--- config.mk ---
export PLATFORM = sky130hd
export DESIGN_NAME = at_keyboard_frame_transmitter_top
export DESIGN_NICKNAME = d
export VERILOG_FILES = /design/src/atkbd_pkg.sv /design/src/atkbd_queue_ram.sv /design/src/at_keyboard_frame_transmitter_top.sv
export SDC_FILE = /design/constraint.sdc
export NUM_CORES = 1
export LEC_CHECK = 0
export BUFFER_PORTS_ARGS = -buffer_cell sky130_fd_sc_hd__buf_2
export CORE_MARGIN = 10
export CORE_UTILIZATION = 30
export CTS_BUF_LIST = sky130_fd_sc_hd__clkbuf_4
export CTS_CLUSTER_SIZE = 28
export DETAILED_ROUTE_END_ITERATION = 8
export GPL_ROUTABILITY_DRIVEN = 0
export PLACE_DENSITY_LB_ADDON = 0.1
export SLEW_MARGIN = 15
export SYNTH_ARGS = -nofsm -noshare
export SYNTH_HDL_FRONTEND = slang
export SYNTH_SLANG_ARGS = --single-unit
--- constraint.sdc ---
create_clock -name clk -period 3.3 [get_ports clk]
set_clock_uncertainty 0.15 [all_clocks]
set_input_delay 0.66 -clock clk [delete_from_list [all_inputs] [get_ports clk]]
set_output_delay 0.66 -clock clk [all_outputs]
set_load 0.02 [all_outputs]
--- src/atkbd_pkg.sv ---
// ----------------------------------------------------------------------------
// atkbd_pkg
// Shared types, constants and the frame bit function of the AT keyboard
// frame transmitter.
// ----------------------------------------------------------------------------
`default_nettype none

package atkbd_pkg;

	localparam int BYTE_W = 8;
	localparam int STEP_W = 7;
	localparam int COUNT_W = 6;

	// Frame timing, in ticks.
	localparam logic [STEP_W-1:0] BIT_TICKS_END   = 7'd44;
	localparam logic [STEP_W-1:0] FRAME_LAST_STEP = 7'd93;
	localparam logic [STEP_W-1:0] LAST_DATA_STEP  = 7'd32;
	localparam logic [STEP_W-1:0] PARITY_STEP     = 7'd36;

	// Position of a tick inside one four-tick bit cell.
	localparam logic [1:0] PHASE_DATA      = 2'd0;
	localparam logic [1:0] PHASE_CLK_LOW   = 2'd1;
	localparam logic [1:0] PHASE_CLK_HIGH  = 2'd3;

	typedef enum logic [1:0] {
		OP_TICK  = 2'd0,
		OP_PUSH  = 2'd1,
		OP_FLUSH = 2'd2
	} opcode_t;

	// Data line level set at the first tick of a bit cell.
	function automatic logic frame_data_bit(input logic [STEP_W-1:0] step,
		input logic [BYTE_W-1:0] b);
		logic [3:0] k;
		logic       bit_val;
		k = step[5:2] - 4'd1;
		if (step == '0) begin
			bit_val = 1'b0;
		end else if (step <= LAST_DATA_STEP) begin
			bit_val = b[k[2:0]];
		end else if (step == PARITY_STEP) begin
			bit_val = ~(^b);
		end else begin
			bit_val = 1'b1;
		end
		return bit_val;
	endfunction

endpackage

`default_nettype wire

--- src/atkbd_queue_ram.sv ---
// ----------------------------------------------------------------------------
// atkbd_queue_ram
// Byte queue storage: one write port and one read port with registered data.
// ----------------------------------------------------------------------------
`default_nettype none

module atkbd_queue_ram
	import atkbd_pkg::*;
#(
	parameter int DEPTH = 32,
	parameter int AW    = 5
) (
	input  wire logic              clk,
	input  wire logic              wr_en,
	input  wire logic [AW-1:0]     wr_addr,
	input  wire logic [BYTE_W-1:0] wr_data,
	input  wire logic              rd_en,
	input  wire logic [AW-1:0]     rd_addr,
	output logic      [BYTE_W-1:0] rd_data
);

	logic [BYTE_W-1:0] mem [DEPTH];

	always_ff @(posedge clk) begin
		if (wr_en) begin
			mem[wr_addr] <= wr_data;
		end
	end

	// The read data holds while rd_en is low, so a stalled request keeps it.
	always_ff @(posedge clk) begin
		if (rd_en) begin
			rd_data <= mem[rd_addr];
		end
	end

endmodule

`default_nettype wire

--- src/at_keyboard_frame_transmitter_top.sv ---
// ----------------------------------------------------------------------------
// at_keyboard_frame_transmitter_top
// Device-side AT keyboard transmitter with a byte queue in block memory.
// ----------------------------------------------------------------------------
// Each request carries an opcode on s_tuser: a tick of the 20 us bit timer,
// a byte push, or a flush of the queue. Pushed bytes wait in a circular
// queue of QUEUE_DEPTH entries held in a synchronous memory; a push to a
// full queue is refused and reported. A tick starts a frame only when a
// byte is waiting and both sensed bus lines are high, and from then on the
// sensed lines are ignored. A frame is 94 ticks: start bit, eight data bits
// least significant first, odd parity and stop bit, four ticks per bit with
// the clock driven low on the second tick and released on the fourth, then
// a 50-tick idle pause after which the byte leaves the queue. A flush empties
// the queue and restarts the frame but leaves both driven line levels as
// they are. Every request produces exactly one response on m_tdata carrying
// the driven line levels, whether the push was stored, the fill count and
// whether a frame is in progress. The block takes one request per clock
// cycle while the response side keeps up, and each response is built in stages:
// the first stage updates pointers, count and clock level while the memory
// reads the byte at the queue head, and the second forms the data level from
// the registered read data into the output register. A response waiting on
// m_tready stalls a full first stage, and s_tready then follows m_tready.
// ----------------------------------------------------------------------------
`default_nettype none

module at_keyboard_frame_transmitter_top
	import atkbd_pkg::*;
#(
	parameter int QUEUE_DEPTH = 32
) (
	input  wire logic        clk,
	input  wire logic        arst_n,
	// Request side.
	input  wire logic        s_tvalid,
	output logic             s_tready,
	// s_tdata from bit 0: push_byte[7:0], clock_line_sense, data_line_sense.
	input  wire logic [15:0] s_tdata,
	// s_tuser: opcode[1:0].
	input  wire logic [1:0]  s_tuser,
	// Response side.
	output logic             m_tvalid,
	input  wire logic        m_tready,
	// m_tdata from bit 0: clock_drive, data_drive, push_accepted,
	// queued_bytes[5:0], frame_active.
	output logic      [15:0] m_tdata
);

	localparam int AW = $clog2(QUEUE_DEPTH);
	localparam int FW = $clog2(QUEUE_DEPTH + 1);
	localparam logic [AW:0]   DEPTH_EXT = (AW + 1)'(QUEUE_DEPTH);
	localparam logic [AW-1:0] LAST_ADDR = AW'(QUEUE_DEPTH - 1);
	localparam logic [FW-1:0] DEPTH_FILL = FW'(QUEUE_DEPTH);

	// Unpacked request fields.
	opcode_t           op;
	logic [BYTE_W-1:0] push_byte;
	logic              clock_line_sense;
	logic              data_line_sense;

	assign op               = opcode_t'(s_tuser);
	assign push_byte        = s_tdata[7:0];
	assign clock_line_sense = s_tdata[8];
	assign data_line_sense  = s_tdata[9];

	// Architectural state.
	logic [AW-1:0]     head_q;
	logic [FW-1:0]     fill_q;
	logic [STEP_W-1:0] step_q;
	logic              clock_q;
	logic              data_q;

	// Next state and per-request flags, worked out in the accept cycle.
	logic [AW-1:0]     head_d;
	logic [FW-1:0]     fill_d;
	logic [STEP_W-1:0] step_d;
	logic              clock_d;
	logic              accepted;
	logic              data_upd;
	logic              wr_en;
	logic [AW-1:0]     wr_addr;
	logic [AW:0]       wr_sum;
	logic [AW-1:0]     head_inc;
	logic              tick_go;

	// First stage registers.
	logic              valid_s1;
	logic              data_upd_s1;
	logic [STEP_W-1:0] step_s1;
	logic              clock_s1;
	logic              accepted_s1;
	logic [COUNT_W-1:0] count_s1;
	logic              active_s1;
	logic [BYTE_W-1:0] rd_data_s1;

	// Output register.
	logic              m_valid_q;
	logic [15:0]       m_data_q;

	logic              accept;
	logic              adv1;
	logic              data_new;
	logic [FW+COUNT_W-1:0] fill_ext;

	assign adv1     = valid_s1 && (!m_valid_q || m_tready);
	assign s_tready = !valid_s1 || adv1;
	assign accept   = s_tvalid && s_tready;

	// Tail slot of the queue, wrapped without a divider.
	assign wr_sum   = {1'b0, head_q} + (AW + 1)'(fill_q[AW-1:0]);
	assign wr_addr  = (wr_sum >= DEPTH_EXT) ? AW'(wr_sum - DEPTH_EXT) : wr_sum[AW-1:0];
	assign head_inc = (head_q == LAST_ADDR) ? '0 : head_q + 1'b1;

	assign tick_go = (fill_q != '0) &&
		!((step_q == '0) && !(clock_line_sense && data_line_sense));

	always_comb begin
		head_d   = head_q;
		fill_d   = fill_q;
		step_d   = step_q;
		clock_d  = clock_q;
		accepted = 1'b0;
		data_upd = 1'b0;
		wr_en    = 1'b0;
		case (op)
			OP_TICK: begin
				if (tick_go) begin
					if (step_q < BIT_TICKS_END) begin
						case (step_q[1:0])
							PHASE_DATA:     data_upd = 1'b1;
							PHASE_CLK_LOW:  clock_d = 1'b0;
							PHASE_CLK_HIGH: clock_d = 1'b1;
							default:        ;
						endcase
					end
					if (step_q == FRAME_LAST_STEP) begin
						// End of the idle pause: the byte leaves the queue.
						step_d = '0;
						head_d = head_inc;
						fill_d = fill_q - 1'b1;
					end else begin
						step_d = step_q + 1'b1;
					end
				end
			end
			OP_PUSH: begin
				if (fill_q < DEPTH_FILL) begin
					wr_en    = 1'b1;
					fill_d   = fill_q + 1'b1;
					accepted = 1'b1;
				end
			end
			OP_FLUSH: begin
				head_d = '0;
				fill_d = '0;
				step_d = '0;
			end
			default: ;
		endcase
	end

	// A push writes the tail while a tick reads the head. They never hit the
	// same entry when the read matters: a tick reads only a non-empty queue,
	// and a push lands beyond the last stored byte.
	atkbd_queue_ram #(
		.DEPTH (QUEUE_DEPTH),
		.AW    (AW)
	) u_queue_ram (
		.clk     (clk),
		.wr_en   (accept && wr_en),
		.wr_addr (wr_addr),
		.wr_data (push_byte),
		.rd_en   (accept),
		.rd_addr (head_q),
		.rd_data (rd_data_s1)
	);

	assign fill_ext = {{COUNT_W{1'b0}}, fill_d};

	always_ff @(posedge clk or negedge arst_n) begin
		if (!arst_n) begin
			head_q   <= '0;
			fill_q   <= '0;
			step_q   <= '0;
			clock_q  <= 1'b1;
			valid_s1 <= 1'b0;
		end else begin
			if (accept) begin
				head_q  <= head_d;
				fill_q  <= fill_d;
				step_q  <= step_d;
				clock_q <= clock_d;
			end
			if (s_tready) begin
				valid_s1 <= s_tvalid;
			end
		end
	end

	always_ff @(posedge clk) begin
		if (accept) begin
			data_upd_s1 <= data_upd;
			step_s1     <= step_q;
			clock_s1    <= clock_d;
			accepted_s1 <= accepted;
			count_s1    <= fill_ext[COUNT_W-1:0];
			active_s1   <= (step_d != '0);
		end
	end

	// Second stage: the data level needs the byte read from the queue head.
	assign data_new = data_upd_s1 ? frame_data_bit(step_s1, rd_data_s1) : data_q;

	always_ff @(posedge clk or negedge arst_n) begin
		if (!arst_n) begin
			data_q    <= 1'b1;
			m_valid_q <= 1'b0;
		end else begin
			if (adv1) begin
				data_q    <= data_new;
				m_valid_q <= 1'b1;
			end else if (m_tready) begin
				m_valid_q <= 1'b0;
			end
		end
	end

	always_ff @(posedge clk) begin
		if (adv1) begin
			m_data_q <= {6'd0, active_s1, count_s1, accepted_s1, data_new, clock_s1};
		end
	end

	assign m_tvalid = m_valid_q;
	assign m_tdata  = m_data_q;

endmodule

`default_nettype wire
* Yosys cells after proc, flatten, opt, wreduce, memory -nomap -nowiden
Memories as Yosys holds them, arrays and structs flattened. A register that Yosys moved wholly into a read port is not among the register bits.
Index checks and enable logic that the tools add are counted.
** Word-level totals
- Register bits after elaboration :: 49
- Memory bits (writable) :: 256
- Bits of input ports :: 22
- Output and inout bits :: 18
- Logic and storage cells :: 89
- Memories kept :: 1
** Operators by class
- Add/sub/neg operators :: 7
- Order comparisons :: 5
- Equality and inequality tests :: 9
- Multiplexer cells :: 29
- Bitwise operators :: 1
- Reductions and logical operators :: 23
** Memory list
- u_queue_ram.mem :: depth 32, width 8, read ports 1, clocked after memory_dff 1, write ports 1, RTL line atkbd_queue_ram.sv:22 : logic [BYTE_W-1:0] mem [DEPTH];
** Operator list (number)
- two-way mux 5 bit :: 4
- two-way mux 6 bit :: 3
- case mux 6 bit (3 select lines) :: 1
- two-way mux 1 bit :: 15
- logical NOT 7 bit :: 2
- two-way mux 7 bit :: 2
- case mux 7 bit (2 select lines) :: 1
- case mux 5 bit (2 select lines) :: 1
- parity 8 bit :: 1
- adder 7 x 1 -> 7 bit (second input constant) :: 1
- equality test 7 x 6 -> 1 bit (second input constant) :: 1
- equality test 7 bit (second input constant) :: 1
- <= comparator 7 x 6 -> 1 bit (second input constant) :: 1
- less-than comparator 7 x 6 -> 1 bit (second input constant) :: 1
- nonzero test 7 bit :: 1
- adder 5 x 5 -> 6 bit :: 1
- adder 6 x 1 -> 6 bit (second input constant) :: 1
- greater-or-equal comparator 6 bit (second input constant) :: 1
- logical AND 1 bit :: 6
- less-than comparator 6 bit (second input constant) :: 1
- nonzero test 6 bit :: 1
- subtractor 6 x 1 -> 6 bit (second input constant) :: 1
- adder 5 x 1 -> 5 bit (second input constant) :: 1
- equality test 5 bit (second input constant) :: 1
- 15 further kinds :: 24

* Depth between registers and ports, before layout
- Word-level depth :: 8
- Mapped depth :: 11
- Mapped depth without buffers :: 8

* By module
Synthesis repeated with hierarchy kept, for this count alone.
** Unflattened totals
- Cells, all modules :: 711
- Area, all modules :: 13082.5 µm²
** By module, submodules not included
- atkbd_queue_ram :: instances 1, cells each 417, area an instance 10133.5 µm², sequential area each 7927.6 µm²
- at_keyboard_frame_transmitter_top :: instances 1, cells each 294, area an instance 2949.1 µm², sequential area each 1363.8 µm²

* Least setup slack after synthesis
OpenSTA, ideal clock, no wires.
- Path type :: flip-flop to flip-flop
- From :: register head_q[0]
- To :: memory u_queue_ram.mem[19][0], enable pin
- Setup time :: 0.371 ns
- Arrival :: 2.167 ns
- Required time :: 2.779 ns
- Setup slack :: 0.612 ns
- Stages on the path, launching flop included :: 9
- Path buffers :: 0
- Period minus slack after synthesis :: 2.688 ns
- Path through :: dfrtp_1 > ha_1 > fa_1 > a21o_1 > a21oi_1 > xnor2_1 > nor2_1 > nand2_1 > nor2_1
** Between the ends
- Cells in the longest elaborated chain, start to end :: 3
- Elaborated cells between the ends (all ways) :: 4
- Those cells by class :: add/sub: 2; order compare: 1; mux: 1
** Ends and longest elaborated chain
- from (decl) :: RTL line at_keyboard_frame_transmitter_top.sv:66 : logic [AW-1:0] head_q;
- from (signal assigned) :: RTL line at_keyboard_frame_transmitter_top.sv:181 : head_q <= '0;
- from (signal assigned) :: RTL line at_keyboard_frame_transmitter_top.sv:188 : head_q <= head_d;
- adder 5 x 5 -> 6 bit * :: RTL line at_keyboard_frame_transmitter_top.sv:109 : assign wr_sum = {1'b0, head_q} + (AW + 1)'(fill_q[AW-1:0]);
- subtractor 5 x 1 -> 5 bit or greater-or-equal comparator 6 bit (tied branches) :: RTL line at_keyboard_frame_transmitter_top.sv:110 : assign wr_addr = (wr_sum >= DEPTH_EXT) ? AW'(wr_sum - DEPTH_EXT) : wr_sum[AW-1:0];
- two-way mux 5 bit * :: RTL line at_keyboard_frame_transmitter_top.sv:110
- to (decl) :: RTL line atkbd_queue_ram.sv:22
Every way passes the cells marked *; elsewhere a longest branch is shown, timed or not.

* Worst setup path in the final report
- From :: register fill_q[0]
- To :: memory u_queue_ram.mem[11][0], enable pin
** Between the ends
- Cells in the longest elaborated chain, start to end :: 6
- Elaborated cells between the ends (all ways) :: 10
- Those cells by class :: add/sub: 2; order compare: 2; mux: 5; reduce/logical: 1
** Ends and longest elaborated chain
- from (decl) :: RTL line at_keyboard_frame_transmitter_top.sv:67 : logic [FW-1:0] fill_q;
- from (signal assigned) :: RTL line at_keyboard_frame_transmitter_top.sv:189 : fill_q <= fill_d;
- branches (longest 6 deep; another with adder 5 x 5 -> 6 bit)
Parallel ways; which one is timed is not known.

==> impl_metrics.json <==
{
  "io_buffers": 27,
  "clock-sinks": 313,
  "numCtsBuffers": 86,
  "cts_tree": "yes",
  "overflow": 0,
  "drt_first_iter_violations": 450,
  "dp.final_hpwl_um": 19700,
  "boundaryPins": 40,
  "ys_seq_elements": 313,
  "vias": 7598,
  "end_kind": "flop",
  "dp_slack_ns": 0.299,
  "vdd_drop_max_mv": 0.231,
  "worstPathRequired_ns": 3.58,
  "yosys.area.top_type_share_pct": 66.0,
  "final_common_cell": "edfxtp_1",
  "yosysSeqAreaShare_pct": 70.2,
  "path_max_fanout": 8,
  "hold_depth": 0,
  "reg2reg_depth": 9,
  "cellPowerDensity_nw_per_um2": 669,
  "drc": 0,
  "synth_area_leaders": "edfxtp_1, mux4_2, mux2i_1, dfrtp_1, o221ai_1",
  "die_h_um": 230,
  "worstHoldEndpoint": "m_tdata[4]$_DFFE_PP_",
  "setup_viol": 0,
  "cap_viol_max_count": 0,
  "grt_max_degree": 93,
  "synth-edff-count": 291,
  "fmaxAchievable_mhz": 331,
  "viasPerCell": 4.78,
  "post_dp_cell_area_um2": 14300,
  "grt_pass1_vias": 8161,
  "fp.dieW_um": 230,
  "drive_gt1_share_pct": 27.9,
  "finalWorstSetupSlack_ns": 0.279,
  "status": "finished clean",
  "coreArea_um2": 43400,
  "clk_latency_ns": 0.75,
  "yosys.area.top_type": "edfxtp_1",
  "antenna_left": 0,
  "worst_pin_slew_ns": 0.763,
  "die_area_um2": 52900,
  "ys.flop_type": "edfxtp_1",
  "rrSetupSlack_ns": 0.28,
  "fin_crit_sh_pct": 91.5,
  "min_from": "count_s1[1]$_DFFE_PP_",
  "async_flop_share_pct": 7.03,
  "cts_max_level": 3,
  "relSlewSlack_pct": 49.1,
  "crit_arrival_ns": 3.30,
  "reg2reg_from": "fill_q[0]$_DFFE_PN0P_",
  "yosys_warnings": 0,
  "startpoint": "fill_q[0]$_DFFE_PN0P_",
  "hold_path.class": "flop to flop",
  "power.static_leakage_nw": 5.20,
  "r2r-end": "u_queue_ram.mem[11][0]$_DFFE_PP_",
  "grt_use_total_pct": 12.0,
  "placedCellCount": 1434,
  "cp-start-kind": "flop",
  "period_needed_ns": 3.02,
  "instances_no_fill": 1589,
  "grt_pass1_wl_um": 48200,
  "syn_avg_cell_area_um2": 16.3,
  "clock_path_buffers": 3,
  "syn_area_um2": 13200,
  "path_class": "flop to flop",
  "first_pass_iters": 5,
  "clk_pin_slew_worst_paths_ns": 0.07,
  "cts-root-buf": "clkbuf_4",
  "antenna_found_initial": 1,
  "wire_per_inst_um": 19.7,
  "final_core_util_pct": 35.5,
  "final_cell_mix": "edfxtp_1, clkbuf_4, nand2_1",
  "final_area_um2": 15400,
  "cts_resized": 0,
  "syn_to_final_growth_pct": 16.2,
  "finalMaxSlewViolations": 0,
  "synth_cell_types": 65,
  "layout.nets": 977,
  "num_rows": 76,
  "hold_violations": 0,
  "rsz0062_at_grt": "no",
  "tns_ns": 0,
  "start_util_pct": 30.5,
  "synthCells": 811,
  "wl_um": 31300
}
registers in the layout, summed over array words and instances, names as in the netlist, 5 cells and up:
signal	cells
u_queue_ram.mem	256
step_q	7
step_s1	7
head_q	5
fill_q	6
count_s1	6
m_tdata	10
u_queue_ram.rd_data	8
worst max path at each step:
| stage | end | slack, ns | cells past startpoint |
|---|---|---|---|
| floorplan | u_queue_ram.mem[19][0]$_DFFE_PP_ | 0.61 | 8 |
| global placement | u_queue_ram.rd_data[6]$_DFFE_PP_ | 0.22 | 6 |
| detailed placement | u_queue_ram.rd_data[6]$_DFFE_PP_ | 0.30 | 6 |
| CTS | u_queue_ram.rd_data[6]$_DFFE_PP_ | 0.28 | 6 |
| global route | u_queue_ram.mem[9][4]$_DFFE_PP_ | 0.14 | 9 |
| finish | u_queue_ram.mem[11][0]$_DFFE_PP_ | 0.28 | 9 |
per-layer routing:
layer  track usage (%)  vias up  wire length, um
li1                  -     3511                -
met1              14.6     3857            13800
met2              19.8      184            15500
met3              2.99       46             1400
met4              5.14        0              613
met5                 0        -                0
per-stage QoR:
step	total power [mW]	hold WS, ns
2_1_floorplan	6.35	0.214
3_3_place_gp	7.05	0.251
3_5_place_dp	7.08	0.255
4_1_cts	10.5	0.192
5_1_grt	10.9	0.264
6_report	10.3	0.268
cell type report:
class                           instances  area [um2]
Timing Repair Buffer                   84         583
Clock buffer                          119         893
Multi-Input combinational cell        443        3660
Inverter                               12        45.0
Clock inverter                         32         168
Antenna cell                            1        2.50
Fill cell                            4214       28000
Tap cell                              585         732
Sequential cell                       313        9300
timing repair:
| item | in CTS | in global routing |
|---|---|---|
| hold buffers | 3 | 0 |
| setup buffers | 0 | 0 |
| hold endpoints to repair | 22 | 0 |
cells in the mapped netlist, types with 4 or more instances:
master and instances:
nand2_1 63, o21ai_0 25, nor2_1 53, o31ai_1 5, xor2_1 4, nand2b_1 8
edfxtp_1 291, o22ai_1 4, a21oi_1 17, inv_1 11, mux4_2 42, mux2_2 6
o221ai_1 35, mux2i_1 54, nor3_1 7, o21ai_1 10, nor4_1 4, ha_1 14
buf_4 9, nand3_1 8, buf_2 12, xnor2_1 14, nand4_1 7, clkbuf_1 22
dfrtp_1 20, a21o_1 4, nor2b_1 9
power by group:
part / internal, mW / total (mW) / switching, mW
clock network: 1.75 / 3.33 / 1.58
registers: 4.55 / 4.69 / 0.141
logic: 0.913 / 2.26 / 1.35
total: 7.22 / 10.3 / 3.07
cell families after synthesis:
group | count (synthesis) | synth area share (%)
AO/OA/AOI/OAI | 122 | 6.46
adder cells (fa/ha/maj) | 15 | 1.47
other | 1 | 0.0283
buffers and inverters | 60 | 2.32
multiplexers | 104 | 12.0
XOR/XNOR | 18 | 1.19
AND/OR/NAND/NOR | 178 | 6.36
flip-flops | 313 | 70.2
critical path, stage by stage, from the launching register on:
cell and delay [ns]:
dfrtp_1 0.47, ha_1 0.25, fa_1 0.45, a21o_1 0.19, a21oi_1 0.26, xor2_1 0.13, nor2_1 0.25, nand2_1 0.21
nor2_1 0.16, buf_4 0.21
(Power assumes the default switching activity.)
